===== src/hw/rtl/ctp_pkg.sv =====
// Shared widths, sideband types and constants of the circle-through-three-points pipeline.
package ctp_pkg;

  localparam int COORD_W = 20;               // input coordinate width
  localparam int DIFF_W  = COORD_W + 1;      // coordinate difference
  localparam int SQ_W    = 2 * COORD_W;      // square of one coordinate
  localparam int NORM_W  = 2 * COORD_W + 1;  // squared norm and its differences
  localparam int PROD_W  = 2 * DIFF_W;       // product of two differences
  localparam int DET_W   = PROD_W + 1;       // determinant
  localparam int NUMP_W  = NORM_W + DIFF_W;  // product of norm term and difference
  localparam int NUM_W   = NUMP_W + 1;       // centre numerator
  localparam int DEN_W   = DET_W;            // magnitude of twice the determinant
  localparam int DMIN_W  = 41;               // collinearity threshold register
  localparam int OUT_W   = 32;               // centre and radius width
  localparam int ROOT_W  = 2 * OUT_W;        // radicand width
  localparam int IN_W    = 6 * COORD_W;      // packed input item
  localparam int DATA_W  = 3 * OUT_W;        // packed result data

  localparam logic [DMIN_W-1:0] DET_MIN_RST = DMIN_W'(1);
  localparam logic [OUT_W-1:0]  POS_MAX     = {1'b0, {(OUT_W-1){1'b1}}};
  localparam logic [OUT_W-1:0]  NEG_MIN     = {1'b1, {(OUT_W-1){1'b0}}};
  localparam logic [OUT_W-1:0]  RAD_MAX     = {OUT_W{1'b1}};

  // Travels alongside the two quotients through the divider.
  typedef struct packed {
    logic                      ok;
    logic                      neg_x;
    logic                      neg_y;
    logic signed [COORD_W-1:0] x1;
    logic signed [COORD_W-1:0] y1;
  } div_side_t;

  // Travels alongside the radicand through the square-root pipeline.
  typedef struct packed {
    logic             ok;
    logic             sat;
    logic             big;
    logic [OUT_W-1:0] cx;
    logic [OUT_W-1:0] cy;
  } root_side_t;

endpackage


===== src/hw/rtl/ctp_dist.sv =====
// Centre saturation, offset from the first point and squared distance.
module ctp_dist import ctp_pkg::*; (
  input  logic              clk_i,
  input  logic              rst_ni,
  input  logic              en_i,
  input  logic              valid_i,
  input  logic [NUM_W-1:0]  quot_x_i,
  input  logic [NUM_W-1:0]  quot_y_i,
  input  div_side_t         side_i,
  output logic              valid_o,
  output logic [ROOT_W-1:0] sq_dist_o,
  output root_side_t        side_o
);

  logic              e_vld_q, f_vld_q, g_vld_q;
  logic [OUT_W-1:0]  e_cx_q, e_cy_q, e_ux_q, e_uy_q;
  logic              e_ok_q, e_sat_q;
  logic [OUT_W-1:0]  f_cx_q, f_cy_q;
  logic              f_ok_q, f_sat_q;
  logic [ROOT_W-1:0] f_px_q, f_py_q;
  logic [ROOT_W-1:0] g_sum_q;
  root_side_t        g_side_q;

  logic [OUT_W:0]    cx_s, cy_s;
  logic signed [OUT_W:0] ex, ey;
  logic [ROOT_W:0]   sum;

  // Returns the saturation flag above the clipped, signed centre value.
  function automatic logic [OUT_W:0] sat_quot(input logic [NUM_W-1:0] q, input logic neg);
    logic sat;
    logic [OUT_W-1:0] v;
    if (neg) begin
      sat = (|q[NUM_W-1:OUT_W]) || (q[OUT_W-1] && (|q[OUT_W-2:0]));
      v   = sat ? NEG_MIN : OUT_W'(-q[OUT_W-1:0]);
    end else begin
      sat = |q[NUM_W-1:OUT_W-1];
      v   = sat ? POS_MAX : q[OUT_W-1:0];
    end
    return {sat, v};
  endfunction

  assign cx_s = sat_quot(quot_x_i, side_i.neg_x);
  assign cy_s = sat_quot(quot_y_i, side_i.neg_y);
  assign ex   = $signed({cx_s[OUT_W-1], cx_s[OUT_W-1:0]}) - (OUT_W+1)'(side_i.x1);
  assign ey   = $signed({cy_s[OUT_W-1], cy_s[OUT_W-1:0]}) - (OUT_W+1)'(side_i.y1);
  assign sum  = {1'b0, f_px_q} + {1'b0, f_py_q};

  always_ff @(posedge clk_i or negedge rst_ni) begin
    if (!rst_ni) begin
      e_vld_q <= 1'b0;
      f_vld_q <= 1'b0;
      g_vld_q <= 1'b0;
    end else if (en_i) begin
      e_vld_q <= valid_i;
      f_vld_q <= e_vld_q;
      g_vld_q <= f_vld_q;
    end
  end

  always_ff @(posedge clk_i) begin
    if (en_i) begin
      e_cx_q  <= cx_s[OUT_W-1:0];
      e_cy_q  <= cy_s[OUT_W-1:0];
      e_sat_q <= cx_s[OUT_W] | cy_s[OUT_W];
      e_ok_q  <= side_i.ok;
      // The offset magnitude stays below 2^32, so 32 bits hold it.
      e_ux_q  <= ex[OUT_W] ? OUT_W'(-ex) : ex[OUT_W-1:0];
      e_uy_q  <= ey[OUT_W] ? OUT_W'(-ey) : ey[OUT_W-1:0];

      f_px_q  <= ROOT_W'(e_ux_q) * ROOT_W'(e_ux_q);
      f_py_q  <= ROOT_W'(e_uy_q) * ROOT_W'(e_uy_q);
      f_cx_q  <= e_cx_q;
      f_cy_q  <= e_cy_q;
      f_ok_q  <= e_ok_q;
      f_sat_q <= e_sat_q;

      g_sum_q      <= sum[ROOT_W-1:0];
      g_side_q.ok  <= f_ok_q;
      g_side_q.big <= sum[ROOT_W];
      g_side_q.sat <= f_sat_q | sum[ROOT_W];
      g_side_q.cx  <= f_cx_q;
      g_side_q.cy  <= f_cy_q;
    end
  end

  assign valid_o   = g_vld_q;
  assign sq_dist_o = g_sum_q;
  assign side_o    = g_side_q;

endmodule


===== config.mk =====
export PLATFORM = sky130hd
export DESIGN_NAME = ctp_dist
export DESIGN_NICKNAME = d
export VERILOG_FILES = /design/src/hw/rtl/ctp_pkg.sv /design/src/hw/rtl/ctp_dist.sv
export SDC_FILE = /design/constraint.sdc
export NUM_CORES = 2
export LEC_CHECK = 0
export BUFFER_PORTS_ARGS = -buffer_cell sky130_fd_sc_hd__buf_4
export CORE_MARGIN = 2
export CORE_UTILIZATION = 64
export CTS_BUF_LIST = sky130_fd_sc_hd__clkbuf_16
export DETAILED_ROUTE_END_ITERATION = 8
export GPL_TIMING_DRIVEN = 0
export PLACE_DENSITY = 0.82
export SKIP_LAST_GASP = 1
export SYNTH_ARGS = -nofsm -noshare
export SYNTH_HDL_FRONTEND = slang
export SYNTH_SLANG_ARGS = --single-unit

===== constraint.sdc =====
create_clock -name clk_i -period 9.34 [get_ports clk_i]
set_input_delay 0.934 -clock clk_i [delete_from_list [all_inputs] [get_ports clk_i]]
set_output_delay 0.934 -clock clk_i [all_outputs]
set_load 0.01 [all_outputs]

Yosys cells after proc, flatten, opt, wreduce, memory -nomap -nowiden
Cells that the tools add are included.
- add/sub/neg operators: 7
- bitwise logic cells: 2
- mux-type cells: 10
- $mul: 2
- reductions and logical operators: 10
- operators with widths (operator ; count):
    2-to-1 mux 32 bit ; 8
    multiplier 32 x 32 -> 64 bit ; 2
    negation 32 bit ; 4
    OR reduction 31 bit ; 4
    subtractor 32 x 20 -> 33 bit ; 2
    adder 64 x 64 -> 65 bit ; 1
    OR reduction 32 bit ; 2
    logical AND 1 bit ; 2
    logical OR 1 bit ; 2
    2-to-1 mux 1 bit ; 2
    bitwise OR 1 bit ; 2
- input bits: 173
- word-level logic and storage cells: 52
- flip-flop bits (word level): 458
- output and inout bits: 132

Longest topological paths before layout
- depth in word-level cells: 8
- depth in mapped cells: 31
- depth with buffers taken out: 28

Worst setup path before layout
No wires, ideal clock.
- path type: reg-to-reg
- from: register e_uy_q[12]
- to: register f_py_q[63] (data pin)
- arrival: 7.875 ns
- data required time: 9.188 ns
- setup time: 0.152 ns
- cell stages (with the launch flop): 28
- path slack: 1.313 ns
- path buffers: 3
- period minus slack after synthesis: 8.027 ns
- cells stage by stage: edfxtp_1 > clkbuf_1 > clkbuf_1 > clkbuf_1 > nand2_1 > fa_1 > inv_1 > fa_1 > inv_1 > fa_1 > inv_1 > fa_1 > inv_1 > fa_1 > fa_1 > fa_1 > fa_1 > inv_1 > ha_1 > and3_1 > nand3_1 > or2_2 > or4_1 > o32a_1 > a2111oi_0 > o211ai_1 > a221o_1 > a31oi_1
- cells in the longest elaborated chain, start to end: 1
- RTL lines (item ; RTL line ; RTL):
    start: declaration ; ctp_dist.sv:16 ; logic [OUT_W-1:0] e_cx_q, e_cy_q, e_ux_q, e_uy_q;
    start signal: assignment ; ctp_dist.sv:68 ; e_uy_q <= ey[OUT_W] ? OUT_W'(-ey) : ey[OUT_W-1:0];
    multiplier 32 x 32 -> 64 bit ; ctp_dist.sv:71 ; f_py_q <= ROOT_W'(e_uy_q) * ROOT_W'(e_uy_q);
    end signal: assignment ; ctp_dist.sv:71 ;
    end: declaration ; ctp_dist.sv:20 ; logic [ROOT_W-1:0] f_px_q, f_py_q;
Every way passes these cells.
A chain may end at the register's enable or synchronous reset.

Worst setup path after layout
- from: register e_ux_q[18]
- to: register f_px_q[57] (data pin)
- cells in the longest elaborated chain, start to end: 1
- RTL lines (item ; RTL line ; RTL):
    start: declaration ; ctp_dist.sv:16 ;
    start signal: assignment ; ctp_dist.sv:67 ; e_ux_q <= ex[OUT_W] ? OUT_W'(-ex) : ex[OUT_W-1:0];
    multiplier 32 x 32 -> 64 bit ; ctp_dist.sv:70 ; f_px_q <= ROOT_W'(e_ux_q) * ROOT_W'(e_ux_q);
    end signal: assignment ; ctp_dist.sv:70 ;
    end: declaration ; ctp_dist.sv:20 ;
Every way passes these cells.

==> results.toml <==
[setup_path]
critPathKind = "reg2reg"
end_kind = "flip-flop"
rr_worst_depth = 22
critPathLaunchType = "flip-flop"
cp.required_ns = 9.72
startpoint = "e_ux_q[18]"
crit_arrival_ns = 9.67
r2r-start = "e_ux_q[18]"
r2r-end = "f_px_q[57]"
endpoint = "f_px_q[57]"
rrSetupSlack_ns = 0.05
path_max_fanout = 10

[clocking]
h-tree-depth = 2
cts_buffers = 51
path_clk_slew_ns = 0.08
cts_tree = "yes"
cts_buffer_depth = 3
clock_latency_ns = 0.67
cts_root_buf = "clkbuf_16"
clock-sinks = 456

[synthesis]
syn_inst = 8458
ys_seq_area_share_pct = 16.4
synthSimpleGateAreaFrac_pct = 11.5
yosys_warnings = 0
synthXorXnorAreaFrac_pct = 3.65
yosys.area.top_type = "fa_1"
synthesis.area_um2 = 83200
synth_top_family_by_area = "adder cells"
synthDistinctLibCells = 93
netlist_top_cells_area = "fa_1, edfxtp_1, ha_1, inv_1, and2_1"
synth_ff_type = "edfxtp_1"
synth_compound_area_share_pct = 8.43
syn_avg_cell_area_um2 = 9.84
synth_fp_nets = 10944
synth_edf_count = 453
async_flop_share_pct = 0.658
synth_fa_ha_area_share_pct = 49.1
ys_ff_latch = 456
synth_mux_area_share_pct = 0.310
yosys.area.top_type_share_pct = 38.1

[timing]
period_needed_ns = 9.29
maxSlewViolCount = 0
setup_violations = 0
worstMarginPinSlew_ns = 1.47
grt_setup_unrepaired = "true"
skew_ns = 0.0599
worst_slack_ns = 0.0506
clock.fmax_ghz = 0.108
slew_headroom_pct = 0.716
fin_crit_sh_pct = 99.5
hold_viol_final = 0

[detailed_routing]
top_layer_used = "met5"
route.met3.wl_um = 29500
postRouteAntennaNets = 0
drt_wl_total_um = 260000
firstDrtPassIters = 6
wl_met1_um = 101000
route.detailed.wl_per_inst_um = 24.4
met2_length_um = 115000
route.detailed.drc = 0
via_count = 63107
viasPerCell = 5.93
drtIter0Drc = 6164

[floorplanning]
core_um2 = 129000
dieArea_um2 = 133000
io_pins = 305
start_util_pct = 64.4
num_rows = 132
chipHeight_um = 365
fp.dieW_um = 365

[place]
hpwl_um = 214000
io_buffer_count = 303
gp_congestion = 1.06
pre_cts_ws_ns = -1.71

[status]
status = "complete, but fails checks"
violations = "max-capacitance violations"

[global_route]
grtUsageTotal_pct = 40.1
grt_pass1_wl_um = 394000
overflow = 0
antenna_found_initial = 17
grt_pass1_vias = 66588
grt_max_degree = 134

[layout]
register_area_um2 = 13700
nets = 11336
final_cell_mix = "inv_1, fa_1, ha_1"
multi_input_area_um2 = 60900
drive_above_1_share_pct = 7.63
synthToLayoutAreaGrowth_pct = 8.44
fillers = 9994
layout_commonest_cell = "inv_1"

[job]
cap_violations = 1

[hold_path]
hold_class = "in2async"
-- synth_stat cells (11+ instances only) --
library cell,number
o21ai_0,170
nand3b_1,12
and3_1,37
and2_1,460
a31oi_1,48
a211oi_1,24
nand4_1,37
a21oi_1,284
o21ai_1,13
inv_1,2046
and4_1,21
xor2_1,138
ha_1,728
or2_2,26
o22a_1,14
nor3b_1,14
o21a_1,39
clkbuf_1,288
xnor2_1,209
nand2_1,721
fa_1,1585
nand2b_1,34
a41oi_1,19
o22ai_1,16
a21o_1,156
edfxtp_1,453
or3_1,26
o31ai_1,31
o21bai_1,46
a31o_2,32
o311ai_0,20
o211ai_1,11
mux2i_1,19
nor4_1,28
a211o_1,12
nor2_1,244
nor3_1,67
nand3_1,97
nor2b_1,50
-- logic make-up after synthesis --
kind of cell / after synthesis
xor gates and xnor gates: 347
and+or+nand+nor: 1915
adders and majority gates: 2313
muxes: 25
AOI/OAI and AO/OA: 1051
DFF: 456
buffers and inverters: 2351
-- registers in the layout, indices dropped and copies added, names as in the netlist --
register	cells
e_uy_q	32
f_vld_q	1
f_px_q	63
e_cy_q	32
e_sat_q	1
f_py_q	63
f_ok_q	1
e_ux_q	32
valid_o	1
f_cx_q	32
e_vld_q	1
f_sat_q	1
sq_dist_o	64
e_cx_q	32
e_ok_q	1
side_o	67
f_cy_q	32
-- timing repair --
item,CTS,global route
pin swaps,0,2
setup buffers,18,23
setup endpoints to repair,56,38
hold endpoints to repair,0,0
gates cloned,0,0
hold buffers,0,0
gates resized for setup,116,169
-- worst min-delay path by stage --
stage,endpoint,slack (ns),cells after the start
5_1_grt,valid_o,0.08,1
6_report,valid_o,0.09,1
3_3_place_gp,side_o[23],0.40,0
3_5_place_dp,f_cx_q[15],0.40,0
4_1_cts,valid_o,0.07,1
2_1_floorplan,f_cx_q[0],0.40,0
-- final cells by class --
type | count | area share (%)
antenna | 8 | 0.0222
buffer | 291 | 1.51
clock buffer | 52 | 1.44
clock inverter | 39 | 0.405
inverter | 2049 | 8.53
multi-input combinational | 5651 | 67.4
sequential | 456 | 15.2
tap | 1742 | 2.41
timing repair buffer | 350 | 3.09
-- metrics by stage --
step | hold WS (ns) | cell area, µm² | setup TNS [ns] | cells | utilization, %
2_1_floorplan | 0.400 | 83200 | 0 | 8458 | -
3_3_place_gp | 0.401 | 87700 | -38.29 | 10503 | 67.8
3_5_place_dp | 0.405 | 87800 | -36.71 | 10509 | 67.9
4_1_cts | 0.0731 | 89800 | -0.0149 | 10613 | 69.5
5_1_grt | 0.0794 | 90200 | 0 | 10630 | 69.8
6_report | 0.0941 | 90300 | 0 | 10638 | 69.8
-- worst max-delay path, cell delays in order, from the launching register on --
cell and delay, ns:
edfxtp_1 0.72, clkbuf_1 0.77, nand2_1 0.31, fa_1 0.53, fa_1 0.52, inv_1 0.05
fa_1 0.53, inv_1 0.07, fa_1 0.53, inv_1 0.05, fa_1 0.50, fa_1 0.47
fa_1 0.56, fa_1 0.52, ha_1 0.43, and4_1 0.25, nand2_1 0.17, o31ai_1 0.61
a21o_1 0.38, a31oi_2 0.29, o21ai_1 0.39, a41oi_1 0.18, xnor2_1 0.18
-- per-layer routing --
metal	global-route usage [%]	vias up
li1	-	27303
met1	54.1	31709
met2	61.4	3430
met3	10.7	661
met4	17.5	4
met5	0	-
Power is left out: the tool's default activity adds up to more than one toggle a clock period on the data nets, which glitch-free logic cannot reach.
